--- src/hw/rtl/host_address_text_parser_defines.svh ---
// Assertion macros shared by the host address text parser RTL.
// Self-contained; taken in by `include where assertions are written.
`ifndef HOST_ADDRESS_TEXT_PARSER_DEFINES_SVH
`define HOST_ADDRESS_TEXT_PARSER_DEFINES_SVH

// Same-cycle implication, disabled while reset is asserted.
`define HAP_ASSERT_NOW(lbl, clk, rst_n, ante, cons) \
    lbl: assert property (@(posedge clk) disable iff (!rst_n) (ante) |-> (cons)) \
        else $error("host address text parser: same-cycle check failed");

// Next-cycle implication, disabled while reset is asserted.
`define HAP_ASSERT_NEXT(lbl, clk, rst_n, ante, cons) \
    lbl: assert property (@(posedge clk) disable iff (!rst_n) (ante) |=> (cons)) \
        else $error("host address text parser: next-cycle check failed");

`endif

--- src/hw/rtl/hap_pkg.sv ---
// Shared types and constants of the host address text parser.
// No dependencies; imported by hap_parse_core and host_address_text_parser.
package hap_pkg;

    localparam int ADDRESS_BYTES = 4;
    localparam int ADDR_W        = ADDRESS_BYTES * 8;
    localparam int FI_W          = $clog2(ADDRESS_BYTES);
    localparam int POS_W         = $clog2(2 * ADDRESS_BYTES + 3);
    localparam int OUT_ADDR_W    = 32;

    // Register map: byte addresses on the configuration port.
    localparam int         PADDR_W    = 4;
    localparam logic [3:0] ADDR_NET    = 4'h0;
    localparam logic [3:0] ADDR_SUBNET = 4'h4;
    localparam logic [3:0] ADDR_THIRD  = 4'h8;

    localparam logic [7:0] RESET_NET    = 8'o22;
    localparam logic [7:0] RESET_SUBNET = 8'o11;
    localparam logic [7:0] RESET_THIRD  = 8'o0;

    localparam logic [7:0] CH_NUL   = 8'h00;
    localparam logic [7:0] CH_HASH  = 8'h23;
    localparam logic [7:0] CH_COMMA = 8'h2C;
    localparam logic [7:0] CH_DOT   = 8'h2E;
    localparam logic [7:0] CH_ZERO  = 8'h30;
    localparam logic [8:0] FIELD_MAX = 9'o377;

    typedef enum logic [1:0] {
        ST_OK        = 2'd0,
        ST_MALFORMED = 2'd1,
        ST_LOOKUP    = 2'd2
    } t_status;

    typedef struct packed {
        logic [7:0] net;
        logic [7:0] subnet;
        logic [7:0] third;
    } t_defaults;

    typedef struct packed {
        logic [OUT_ADDR_W-1:0] addr;
        t_status               status;
    } t_result;

endpackage

--- src/hw/rtl/hap_parse_core.sv ---
// Per-character parse state of the host address text parser.
// Depends on hap_pkg; instantiated by host_address_text_parser.
module hap_parse_core
    import hap_pkg::*;
(
    input  logic       i_clk,
    input  logic       i_rst_n,
    input  logic       i_accept,
    input  logic [7:0] i_char,
    input  t_defaults  i_defaults,
    output t_result    o_result
);

    typedef enum logic [1:0] {
        FORM_UNDECIDED = 2'd0,
        FORM_NUMERIC   = 2'd1,
        FORM_HEX       = 2'd2,
        FORM_SYMBOLIC  = 2'd3
    } t_form;

    localparam int EXT_W = (ADDR_W > OUT_ADDR_W) ? ADDR_W : OUT_ADDR_W;
    localparam logic [POS_W-1:0] POS_MAX = {POS_W{1'b1}};

    t_form              r_form, n_form, w_form;
    logic [POS_W-1:0]   r_pos, n_pos;
    logic               r_early, n_early;
    logic [FI_W-1:0]    r_fi, n_fi;
    logic [7:0]         r_dacc, n_dacc, r_oacc, n_oacc;
    logic [ADDR_W-1:0]  r_dsr, n_dsr, r_osr, n_osr;
    logic               r_derr, n_derr, r_oerr, n_oerr;
    logic [ADDR_W-1:0]  r_hacc, n_hacc;
    logic               r_herr, n_herr;

    logic               w_digit;
    logic [3:0]         w_dval;
    logic [11:0]        w_dsum;
    logic [10:0]        w_osum;
    logic [4:0]         w_hex;
    logic [ADDR_W-1:0]  w_daddr, w_oaddr;
    logic [EXT_W-1:0]   w_ext;

    function automatic logic [4:0] hex_value(input logic [7:0] c);
        logic [4:0] v;
        v = '0;
        if (c inside {[8'h30:8'h39]}) begin
            v = {1'b1, 4'(c - 8'h30)};
        end else if (c inside {[8'h41:8'h46]}) begin
            v = {1'b1, 4'(c - 8'h37)};
        end else if (c inside {[8'h61:8'h66]}) begin
            v = {1'b1, 4'(c - 8'h57)};
        end
        return v;
    endfunction

    function automatic logic [7:0] default_byte(input int k, input t_defaults d);
        logic [7:0] b;
        b = 8'h00;
        if (k == 0) begin
            b = d.net;
        end else if (k == 1) begin
            b = d.subnet;
        end else if (k == 2) begin
            b = d.third;
        end
        return b;
    endfunction

    // Fields sit right-aligned; the shift line holds earlier fields, the
    // accumulator the last one, and leading bytes fall back to defaults.
    function automatic logic [ADDR_W-1:0] assemble(
        input logic [ADDR_W-1:0] sr,
        input logic [7:0]        acc,
        input logic [FI_W-1:0]   fi,
        input t_defaults         d
    );
        logic [ADDR_W-1:0] full;
        logic [ADDR_W-1:0] v;
        full = {sr[ADDR_W-9:0], acc};
        v    = '0;
        for (int j = 0; j < ADDRESS_BYTES; j++) begin
            if (FI_W'(j) <= fi) begin
                v[j*8 +: 8] = full[j*8 +: 8];
            end else begin
                v[j*8 +: 8] = default_byte(ADDRESS_BYTES - 1 - j, d);
            end
        end
        return v;
    endfunction

    assign w_digit = (i_char inside {[8'h30:8'h39]});
    assign w_dval  = 4'(i_char - CH_ZERO);
    assign w_dsum  = {4'b0, r_dacc} * 12'd10 + {8'b0, w_dval};
    assign w_osum  = {r_oacc, 3'b000} + {7'b0, w_dval};
    assign w_hex   = hex_value(i_char);
    assign w_daddr = assemble(r_dsr, r_dacc, r_fi, i_defaults);
    assign w_oaddr = assemble(r_osr, r_oacc, r_fi, i_defaults);

    // Result seen at a terminating NUL.
    always_comb begin
        logic [ADDR_W-1:0] addr;
        t_status           st;
        addr = '0;
        st   = ST_MALFORMED;
        case (r_form)
            FORM_UNDECIDED, FORM_SYMBOLIC: begin
                st = ST_LOOKUP;
            end
            FORM_HEX: begin
                if (!r_herr && r_pos == POS_W'(2 * ADDRESS_BYTES + 1)) begin
                    addr = r_hacc;
                    st   = ST_OK;
                end
            end
            FORM_NUMERIC: begin
                if (r_early && !r_derr) begin
                    addr = w_daddr;
                    st   = ST_OK;
                end else if (!r_early && !r_oerr) begin
                    addr = w_oaddr;
                    st   = ST_OK;
                end
            end
            default: begin
                st = ST_MALFORMED;
            end
        endcase
        w_ext           = EXT_W'(addr);
        o_result.addr   = w_ext[OUT_ADDR_W-1:0];
        o_result.status = st;
    end

    always_comb begin
        n_form  = r_form;
        n_pos   = r_pos;
        n_early = r_early;
        n_fi    = r_fi;
        n_dacc  = r_dacc;
        n_oacc  = r_oacc;
        n_dsr   = r_dsr;
        n_osr   = r_osr;
        n_derr  = r_derr;
        n_oerr  = r_oerr;
        n_hacc  = r_hacc;
        n_herr  = r_herr;
        w_form  = r_form;

        if (r_form == FORM_UNDECIDED) begin
            if (w_digit) begin
                w_form = FORM_NUMERIC;
            end else if (i_char == CH_HASH) begin
                w_form = FORM_HEX;
            end else begin
                w_form = FORM_SYMBOLIC;
            end
        end

        if (i_accept) begin
            if (i_char == CH_NUL) begin
                n_form  = FORM_UNDECIDED;
                n_pos   = '0;
                n_early = 1'b0;
                n_fi    = '0;
                n_dacc  = '0;
                n_oacc  = '0;
                n_derr  = 1'b0;
                n_oerr  = 1'b0;
                n_herr  = 1'b0;
            end else begin
                n_form = w_form;
                if (w_form == FORM_NUMERIC) begin
                    if (w_digit) begin
                        if (!r_derr) begin
                            if (w_dsum > 12'(FIELD_MAX)) begin
                                n_derr = 1'b1;
                                n_dacc = '0;
                            end else begin
                                n_dacc = w_dsum[7:0];
                            end
                        end
                        if (!r_oerr) begin
                            if (w_dval > 4'd7) begin
                                n_oerr = 1'b1;
                            end else if (w_osum > 11'(FIELD_MAX)) begin
                                n_oerr = 1'b1;
                                n_oacc = '0;
                            end else begin
                                n_oacc = w_osum[7:0];
                            end
                        end
                    end else if (i_char == CH_DOT || i_char == CH_COMMA) begin
                        if (i_char == CH_DOT) begin
                            n_oerr = 1'b1;
                            if (r_pos inside {[1:3]}) begin
                                n_early = 1'b1;
                            end
                        end else begin
                            n_derr = 1'b1;
                        end
                        if (r_fi == FI_W'(ADDRESS_BYTES - 1)) begin
                            n_derr = 1'b1;
                            n_oerr = 1'b1;
                        end else begin
                            // A field pushed while its form is in error is never read.
                            n_dsr  = {r_dsr[ADDR_W-9:0], r_dacc};
                            n_osr  = {r_osr[ADDR_W-9:0], r_oacc};
                            n_fi   = r_fi + 1'b1;
                            n_dacc = '0;
                            n_oacc = '0;
                        end
                    end else begin
                        n_derr = 1'b1;
                        n_oerr = 1'b1;
                    end
                end else if (w_form == FORM_HEX && r_pos != '0) begin
                    if (!w_hex[4] || r_pos > POS_W'(2 * ADDRESS_BYTES)) begin
                        n_herr = 1'b1;
                    end else begin
                        n_hacc = {r_hacc[ADDR_W-5:0], w_hex[3:0]};
                    end
                end
                if (r_pos != POS_MAX) begin
                    n_pos = r_pos + 1'b1;
                end
            end
        end
    end

    always_ff @(posedge i_clk) begin
        if (!i_rst_n) begin
            r_form  <= FORM_UNDECIDED;
            r_pos   <= '0;
            r_early <= 1'b0;
            r_fi    <= '0;
            r_dacc  <= '0;
            r_oacc  <= '0;
            r_derr  <= 1'b0;
            r_oerr  <= 1'b0;
            r_herr  <= 1'b0;
        end else begin
            r_form  <= n_form;
            r_pos   <= n_pos;
            r_early <= n_early;
            r_fi    <= n_fi;
            r_dacc  <= n_dacc;
            r_oacc  <= n_oacc;
            r_derr  <= n_derr;
            r_oerr  <= n_oerr;
            r_herr  <= n_herr;
        end
    end

    always_ff @(posedge i_clk) begin
        r_dsr  <= n_dsr;
        r_osr  <= n_osr;
        r_hacc <= n_hacc;
    end

endmodule

--- src/hw/rtl/host_address_text_parser.sv ---
// Host address text parser: top level with configuration registers and result register.
// Depends on hap_pkg, hap_parse_core and host_address_text_parser_defines.svh.
//
// Usage. Characters of a host string arrive one per beat on the slave stream
// (s_axis, 8-bit tdata). A NUL character ends the string; only that beat
// produces a result, one beat on the master stream carrying the 32-bit
// address and a 2-bit status (ok, malformed, name lookup needed). Accepted
// forms are '#' with eight hex digits, dotted decimal and comma-joined octal,
// with missing leading bytes taken from three byte registers on the APB port.
// Throughput is one character per cycle: the parse state is updated by short
// logic in the cycle a character is accepted. The output register captures
// the result on the clock edge at which the NUL beat is accepted.
// When the receiver stalls, the result is held and the input keeps taking
// characters only while the output register is empty or being drained; a
// held result blocks new characters. Reset (synchronous, active low) clears
// the parse state and returns the default bytes to 18, 9 and 0. Registers
// are to be written only while no string is in progress.
`include "host_address_text_parser_defines.svh"

module host_address_text_parser
    import hap_pkg::*;
(
    input  logic               i_clk,
    input  logic               i_rst_n,
    // Slave stream: tdata[7:0] = char_code.
    input  logic               s_axis_tvalid,
    output logic               s_axis_tready,
    input  logic [7:0]         s_axis_tdata,
    // Master stream: tdata[31:0] = host_address, [33:32] = parse_status,
    // [39:34] = zero padding.
    output logic               m_axis_tvalid,
    input  logic               m_axis_tready,
    output logic [39:0]        m_axis_tdata,
    // APB configuration port.
    input  logic               psel,
    input  logic               penable,
    input  logic               pwrite,
    input  logic [PADDR_W-1:0] paddr,
    input  logic [31:0]        pwdata,
    output logic [31:0]        prdata,
    output logic               pready
);

    t_defaults r_defaults;
    t_result   w_result;
    t_result   r_result;
    logic      r_out_valid;
    logic      w_in_accept;
    logic      w_out_accept;
    logic      w_cfg_write;

    // A new character may enter whenever the result register is free or
    // is being taken in this cycle.
    assign s_axis_tready = !r_out_valid || m_axis_tready;
    assign w_in_accept   = s_axis_tvalid && s_axis_tready;
    assign w_out_accept  = m_axis_tvalid && m_axis_tready;

    assign pready      = 1'b1;
    assign w_cfg_write = psel && penable && pwrite && pready;

    always_ff @(posedge i_clk) begin
        if (!i_rst_n) begin
            r_defaults.net    <= RESET_NET;
            r_defaults.subnet <= RESET_SUBNET;
            r_defaults.third  <= RESET_THIRD;
        end else if (w_cfg_write) begin
            if (paddr == ADDR_NET) begin
                r_defaults.net <= pwdata[7:0];
            end
            if (paddr == ADDR_SUBNET) begin
                r_defaults.subnet <= pwdata[7:0];
            end
            if (paddr == ADDR_THIRD) begin
                r_defaults.third <= pwdata[7:0];
            end
        end
    end

    always_comb begin
        prdata = '0;
        if (paddr == ADDR_NET) begin
            prdata = {24'b0, r_defaults.net};
        end else if (paddr == ADDR_SUBNET) begin
            prdata = {24'b0, r_defaults.subnet};
        end else if (paddr == ADDR_THIRD) begin
            prdata = {24'b0, r_defaults.third};
        end
    end

    hap_parse_core u_core (
        .i_clk      (i_clk),
        .i_rst_n    (i_rst_n),
        .i_accept   (w_in_accept),
        .i_char     (s_axis_tdata),
        .i_defaults (r_defaults),
        .o_result   (w_result)
    );

    // The result register loads only on a NUL beat; its valid flag drops
    // once the beat has been taken and no new result replaces it.
    always_ff @(posedge i_clk) begin
        if (!i_rst_n) begin
            r_out_valid <= 1'b0;
        end else if (w_in_accept && s_axis_tdata == CH_NUL) begin
            r_out_valid <= 1'b1;
        end else if (w_out_accept) begin
            r_out_valid <= 1'b0;
        end
    end

    always_ff @(posedge i_clk) begin
        if (w_in_accept && s_axis_tdata == CH_NUL) begin
            r_result <= w_result;
        end
    end

    assign m_axis_tvalid = r_out_valid;
    assign m_axis_tdata  = {6'b0, r_result.status, r_result.addr};

    // A failed parse must never leak a partial address.
    `HAP_ASSERT_NOW(a_addr_zero_unless_ok, i_clk, i_rst_n, m_axis_tvalid && r_result.status != ST_OK, r_result.addr == '0)
    // A NUL beat always leaves a result waiting.
    `HAP_ASSERT_NEXT(a_nul_gives_result, i_clk, i_rst_n, w_in_accept && s_axis_tdata == CH_NUL, m_axis_tvalid)
    // Ordinary characters never create a result out of nothing.
    `HAP_ASSERT_NEXT(a_char_no_result, i_clk, i_rst_n, w_in_accept && s_axis_tdata != CH_NUL && (!m_axis_tvalid || m_axis_tready), !m_axis_tvalid)

endmodule
--- config.mk ---
export PLATFORM = sky130hd
export DESIGN_NAME = host_address_text_parser
export DESIGN_NICKNAME = d
export VERILOG_FILES = /design/src/hw/rtl/hap_pkg.sv /design/src/hw/rtl/hap_parse_core.sv /design/src/hw/rtl/host_address_text_parser.sv
export VERILOG_INCLUDE_DIRS = /design/src /design/src/hw/rtl
export SDC_FILE = /design/constraint.sdc
export NUM_CORES = 1
export LEC_CHECK = 0
export ABC_AREA = 1
export ABC_CLOCK_PERIOD_IN_PS = 10590
export BUFFER_PORTS_ARGS = -buffer_cell sky130_fd_sc_hd__buf_2
export CORE_MARGIN = 2
export CORE_UTILIZATION = 55
export CTS_CLUSTER_SIZE = 28
export DETAILED_ROUTE_END_ITERATION = 10
export PLACE_DENSITY_LB_ADDON = 0.1
export SLEW_MARGIN = 20
export SYNTH_ARGS = -nofsm -noshare
export SYNTH_HDL_FRONTEND = slang
export SYNTH_SLANG_ARGS = --single-unit
--- constraint.sdc ---
create_clock -name i_clk -period 10.59 [get_ports i_clk]
set_input_delay 1.059 -clock i_clk [delete_from_list [all_inputs] [get_ports i_clk]]
set_output_delay 1.059 -clock i_clk [all_outputs]
set_load 0.02 [all_outputs]
==> flow_metrics.tcl, run 1 <==
set metrics [dict create \
    grt_pass1_vias 5723 \
    synth_area_per_cell_um2 8.96 \
    cellPowerDensity_mw_per_mm2 147 \
    arrival_ps 4100 \
    grt_antenna_before_repair 0 \
    synthToLayoutAreaGrowth_pct 11.5 \
    path_clk_slew_ps 70 \
    ys.flop_type "edfxtp_1" \
    ir_worst_vdd_mv 0.103 \
    outcome "completed" \
    numCtsBuffers 17 \
    die_h_um 127 \
    routed_via_density 5.30 \
    crit_start "s_axis_tdata[0]" \
    start_util 0.568 \
    required_ps 10910 \
    ys_ff_latch 167 \
    grt_pass1_wl_um 29700 \
    row_count 44 \
    synth_edf_count 114 \
    numClockSinks 167 \
    crit_fanout 36 \
    leakage_nw 3.71 \
    end_kind "flop" \
    cts_setup_buffers 0 \
    setup-tns-final_ps 0 \
    grt_max_degree 49 \
    synthTopCellsByCount "nand2_1, edfxtp_1, nor2_1" \
    fmax_mhz 265 \
    cts_tree "done" \
    synth_most_common_cell "nand2_1" \
    post_drt_wl_per_cell_um 15.7 \
    min_from "u_core.r_dsr[0]" \
    hold_viol 0 \
    final_area_mm2 0.00928 \
    slew_viol_final 0 \
    final.min_clock_period_ps 3780 \
    dp_hpwl_um 13000 \
    final_core_util 0.634 \
    cts-root-buf "clkbuf_16" \
    timing.rr.end "u_core.r_derr" \
    slew_headroom 0.318 \
    finalSetupViolCount 0 \
    grt_overflow 0 \
    yosysSeqAreaShare 0.539 \
    dpl_worst_slack_ps 6400 \
    ios 126 \
    min_period_over_period 0.357 \
    r2r_cells 12 \
    die_w_um 127 \
    h-tree-depth 4 \
    hold_path.class "flop to flop" \
    ctsHoldBuffers 0 \
    drtPass1Iterations 5 \
    rsz0062_at_grt "no" \
    antenna_left 0 \
    clk-insertion-delay-late_ps 430 \
    start_kind "primary input" \
    synth.largest_area_cell "edfxtp_1" \
    drt-initial-drc-count 513 \
    num_antenna_cells 0 \
    worst-setup-path-type "primary input to flop" \
    io_buffers 70 \
    postRouteWirelength_um 18600 \
    drive_gt1_frac 0.145 \
    gp_congestion 0.878 \
    clockBufferDepth 2 \
    synthTopCellsByArea "edfxtp_1, dfxtp_1, nand2_1, a21oi_1, nor2_1" \
    synth_cells 929 \
    die_area_mm2 0.0161 \
    place_area_mm2 0.00871 \
    async_reset_ff_frac 0 \
    setup_ws_ps 6810 \
    cts_resized 0 \
    synth_cell_types 46 \
    r2r_slack_ps 7700 \
    reg2reg_from "u_core.r_dacc[1]" \
    grt_util_all_layers 0.238 \
    nets 1076 \
    core_area_mm2 0.0146 \
    tightest_slew_ps 1020 \
    syn_area_mm2 0.00832 \
    max_cap_viol_count 0 \
    synth_top_cell_area_share 0.411 \
    final.setup_skew_ps 9.08 \
    endpoint "u_core.r_oacc[0]" \
    via_count 6302 \
    fill_cells 1248 \
    synth-warning-count 0 \
    drc 0 \
]
worst min-delay path by stage:
stage	to	cells past startpoint	slack, ps
after CTS	u_core.r_hacc[20]	0	440
final	u_core.r_dsr[8]	0	450
after detailed placement	u_core.r_hacc[20]	0	430
after floorplan	u_core.r_dsr[16]	0	420
after global placement	u_core.r_dsr[20]	0	430
after global routing	u_core.r_osr[12]	0	460
flip-flops by register name, indices dropped and copies added, names as in the netlist, 4 cells and up:
name           count
u_core.r_dacc      8
u_core.r_oacc      8
u_core.r_osr      24
u_core.r_pos       4
r_defaults        24
m_axis_tdata      34
u_core.r_dsr      24
u_core.r_hacc     32
critical path, stage by stage:
cell and delay (ps):
buf_2 150, inv_1 130, ha_1 220, nand2_1 70
nor2_1 130, nand3_1 460, nor2_4 970, inv_2 200
nand2_8 170, nand2_2 70, nor2_4 250, nand2_1 100
nand2_1 70, nor2_1 40
layout by cell type (no fill, tap or decap), drive strengths merged, types with 17 or more instances in the layout:
cell	netlist	layout
o21ai	62	62
nand3	41	41
nor2	116	116
inv	74	80
ha	30	30
nand2	234	234
edfxtp	114	114
buf	35	74
conb	2	31
clkbuf	23	17
dfxtp	53	53
a21oi	87	87
kinds of logic after synthesis:
logic type / share of synthesized area
and+or+nand+nor: 0.217
DFF: 0.539
buffers and inverters: 0.0764
AOI/OAI and AO/OA: 0.113
adders and majority gates: 0.0499
other: 0.000903
xor gates and xnor gates: 0.00421
power by group:
group | internal (mW) | leakage [nW] | switching (mW)
clock | 0.311 | 0.275 | 0.280
combinational | 0.0187 | 1.95 | 0.0579
sequential | 0.693 | 1.48 | 0.00334
total | 1.02 | 3.71 | 0.341
final cells by class:
class | instances | area, um^2 | share of cell area
Sequential cell | 167 | 4480 | 0.483
Multi-Input combinational cell | 657 | 3330 | 0.359
Clock buffer | 17 | 425 | 0.0459
Timing Repair Buffer | 74 | 380 | 0.0410
Inverter | 76 | 285 | 0.0307
Tap cell | 184 | 230 | 0.0248
Clock inverter | 15 | 144 | 0.0155
routing by layer:
layer | share of wire | GRT usage | routed length (um)
met1 | 0.44 | 0.311 | 8120
met2 | 0.50 | 0.397 | 9280
met3 | 0.040 | 0.0360 | 749
met4 | 0.026 | 0.101 | 482
met5 | 0 | 0 | 0
per-stage QoR:
| stage | hold WS [ps] | cells | total power [mW] |
|---|---|---|---|
| 2_1_floorplan | 421 | 958 | 0.774 |
| 3_5_place_dp | 433 | 1158 | 0.787 |
| 6_report | 445 | 1190 | 1.36 |
| 3_3_place_gp | 427 | 1158 | 0.786 |
| 5_1_grt | 457 | 1190 | 1.41 |
| 4_1_cts | 444 | 1190 | 1.37 |
(Power assumes the default switching activity.)
==> inputs of run 2 (changes only) <==
--- a/config.mk
+++ b/config.mk
@@ -7,7 +7,7 @@
 export NUM_CORES = 1
 export LEC_CHECK = 0
 export ABC_AREA = 1
-export ABC_CLOCK_PERIOD_IN_PS = 10590
+export ABC_CLOCK_PERIOD_IN_PS = 3660
 export BUFFER_PORTS_ARGS = -buffer_cell sky130_fd_sc_hd__buf_2
 export CORE_MARGIN = 2
 export CORE_UTILIZATION = 55
==> constraint.sdc (replaced) <==
create_clock -name i_clk -period 3.66 [get_ports i_clk]
set_input_delay 0.366 -clock i_clk [delete_from_list [all_inputs] [get_ports i_clk]]
set_output_delay 0.366 -clock i_clk [all_outputs]
set_load 0.02 [all_outputs]
==> flow_metrics.tcl, run 2 (same netlist as run 1, synthesis figures left out) <==
set metrics [dict create \
    via_count 6352 \
    setup-tns-final_ps 0 \
    path_cells "ha_1, ha_1, inv_1, fa_1, nor2_1, nand3b_1, o21bai_1, nand3_1, nor2_2, nand2_1, nand2_1, a21oi_1" \
    hold_path.class "primary input to flop" \
    largest_reg_flops 34 \
    path_clk_slew_ps 70 \
    finalSetupViolCount 0 \
    final.min_clock_period_ps 2780 \
    num_antenna_cells 0 \
    final_core_util 0.637 \
    row_count 44 \
    clk-insertion-delay-late_ps 430 \
    core_area_mm2 0.0146 \
    die_h_um 127 \
    arrival_ps 3080 \
    ios 126 \
    leakage_nw 3.76 \
    hold_viol 0 \
    slew_viol_final 0 \
    grt_pass1_vias 5805 \
    gp_congestion 0.888 \
    grt_antenna_before_repair 0 \
    grt_max_degree 49 \
    numClockSinks 167 \
    tightest_slew_ps 778 \
    cts_resized 0 \
    antenna_left 0 \
    combPwrFrac 0.058 \
    power_frac_clock 0.428 \
    mostFrequentLayoutCells "nand2_1, edfxtp_1, nor2_1" \
    cts_tree "done" \
    fmax_mhz 359 \
    nets 1083 \
    ctsHoldBuffers 0 \
    io_buffers 70 \
    ir_worst_vdd_mv 0.302 \
    cts-root-buf "clkbuf_16" \
    grt_overflow 0 \
    start_util 0.568 \
    cts_setup_buffers 0 \
    crit_fanout 9 \
    min_period_over_period 0.760 \
    h-tree-depth 4 \
    p_sw_frac 0.237 \
    max_cap_viol_count 0 \
    outcome "completed" \
    dp_hpwl_um 13200 \
    post_drt_wl_per_cell_um 15.7 \
    power_frac_seq 0.514 \
    internal_power_mw 2.99 \
    grt_util_all_layers 0.239 \
    cp_slowest_cell "dfxtp_1" \
    end_kind "flop" \
    drc 0 \
    required_ps 3950 \
    cellPowerDensity_mw_per_mm2 421 \
    synthToLayoutAreaGrowth_pct 12.1 \
    numCtsBuffers 17 \
    drt-initial-drc-count 597 \
    grt_pass1_wl_um 29800 \
    drtPass1Iterations 5 \
    slew_headroom 0.475 \
    routed_via_density 5.31 \
    final.setup_skew_ps 11.0 \
    worst-setup-path-type "flop to flop" \
    postRouteWirelength_um 18700 \
    clockBufferDepth 2 \
    max_stage_delay_ps 510 \
    layout_commonest_cell "nand2_1" \
    start_kind "flop" \
    die_area_mm2 0.0161 \
    rsz0062_at_grt "no" \
    p_sw_mw 0.930 \
    die_w_um 127 \
    drive_gt1_frac 0.150 \
]
run 2: changes by cell type in the layout (fill, tap and decap cells not counted):
cell,before,now
buf_4,4,11
clkbuf_16,17,18
clkbuf_8,0,1
clkinv_8,2,0
clkinvlp_4,2,0
inv_1,69,70
inv_4,0,5
inv_6,3,1
inv_8,3,1
nor3_2,2,1
nor3_4,2,3
run 2: layer usage:
metal,vias up,part of all wire,global-route usage
met1,2965,0.43,0.303
met4,0,0.023,0.0918
li1,3206,-,-
met2,156,0.51,0.413
met5,-,0,0
met3,25,0.036,0.0410
run 2: final cells by class:
cell class / count / area (um^2)
inverter: 76 / 285
multi-input combinational: 657 / 3330
clock buffer: 19 / 464
sequential: 167 / 4480
timing repair buffer: 81 / 433
fill: 1249 / 5320
tap: 184 / 230
clock inverter: 13 / 91.3
run 2: metrics by stage:
| stage | hold WS, ps | power [mW] | std cells | setup slack [ps] | instance area [um^2] |
|---|---|---|---|---|---|
| after floorplan | 421 | 2.24 | 958 | 47.8 | 8430 |
| after global placement | 428 | 2.28 | 1165 | 894 | 8770 |
| after detailed placement | 432 | 2.28 | 1165 | 838 | 8770 |
| after CTS | 161 | 3.95 | 1197 | 829 | 9320 |
| after global routing | 175 | 4.04 | 1197 | 561 | 9320 |
| final | 178 | 3.92 | 1197 | 878 | 9320 |
run 2: critical path: cells and delay by family (launching register included):
family | cells | cell delay, ps
AO/OA/AOI/OAI | 2 | 210
flip-flops | 1 | 510
buffers and inverters | 1 | 70
AND/OR/NAND/NOR | 6 | 920
adder cells (fa/ha/maj) | 3 | 950
run 2: worst paths after layout:
kind / startpoint / end / slack [ps] / depth (start not counted)
setup / recovery: u_core.r_dacc[1] / u_core.r_derr / 880 / 12
hold / removal: pwdata[4] / r_defaults[20] / 180 / 3
setup reg to reg: u_core.r_dacc[1] / u_core.r_derr / 880 / 12
hold reg to reg: u_core.r_hacc[20] / u_core.r_hacc[24] / 440 / 0
run 2: power groups by stage:
stage | logic, mW | clock network, mW | registers, mW
6_report | 0.229 | 1.68 | 2.02
5_1_grt | 0.253 | 1.77 | 2.02
4_1_cts | 0.227 | 1.70 | 2.01
3_5_place_dp | 0.227 | 0 | 2.06
3_3_place_gp | 0.226 | 0 | 2.06
2_1_floorplan | 0.187 | 0 | 2.05
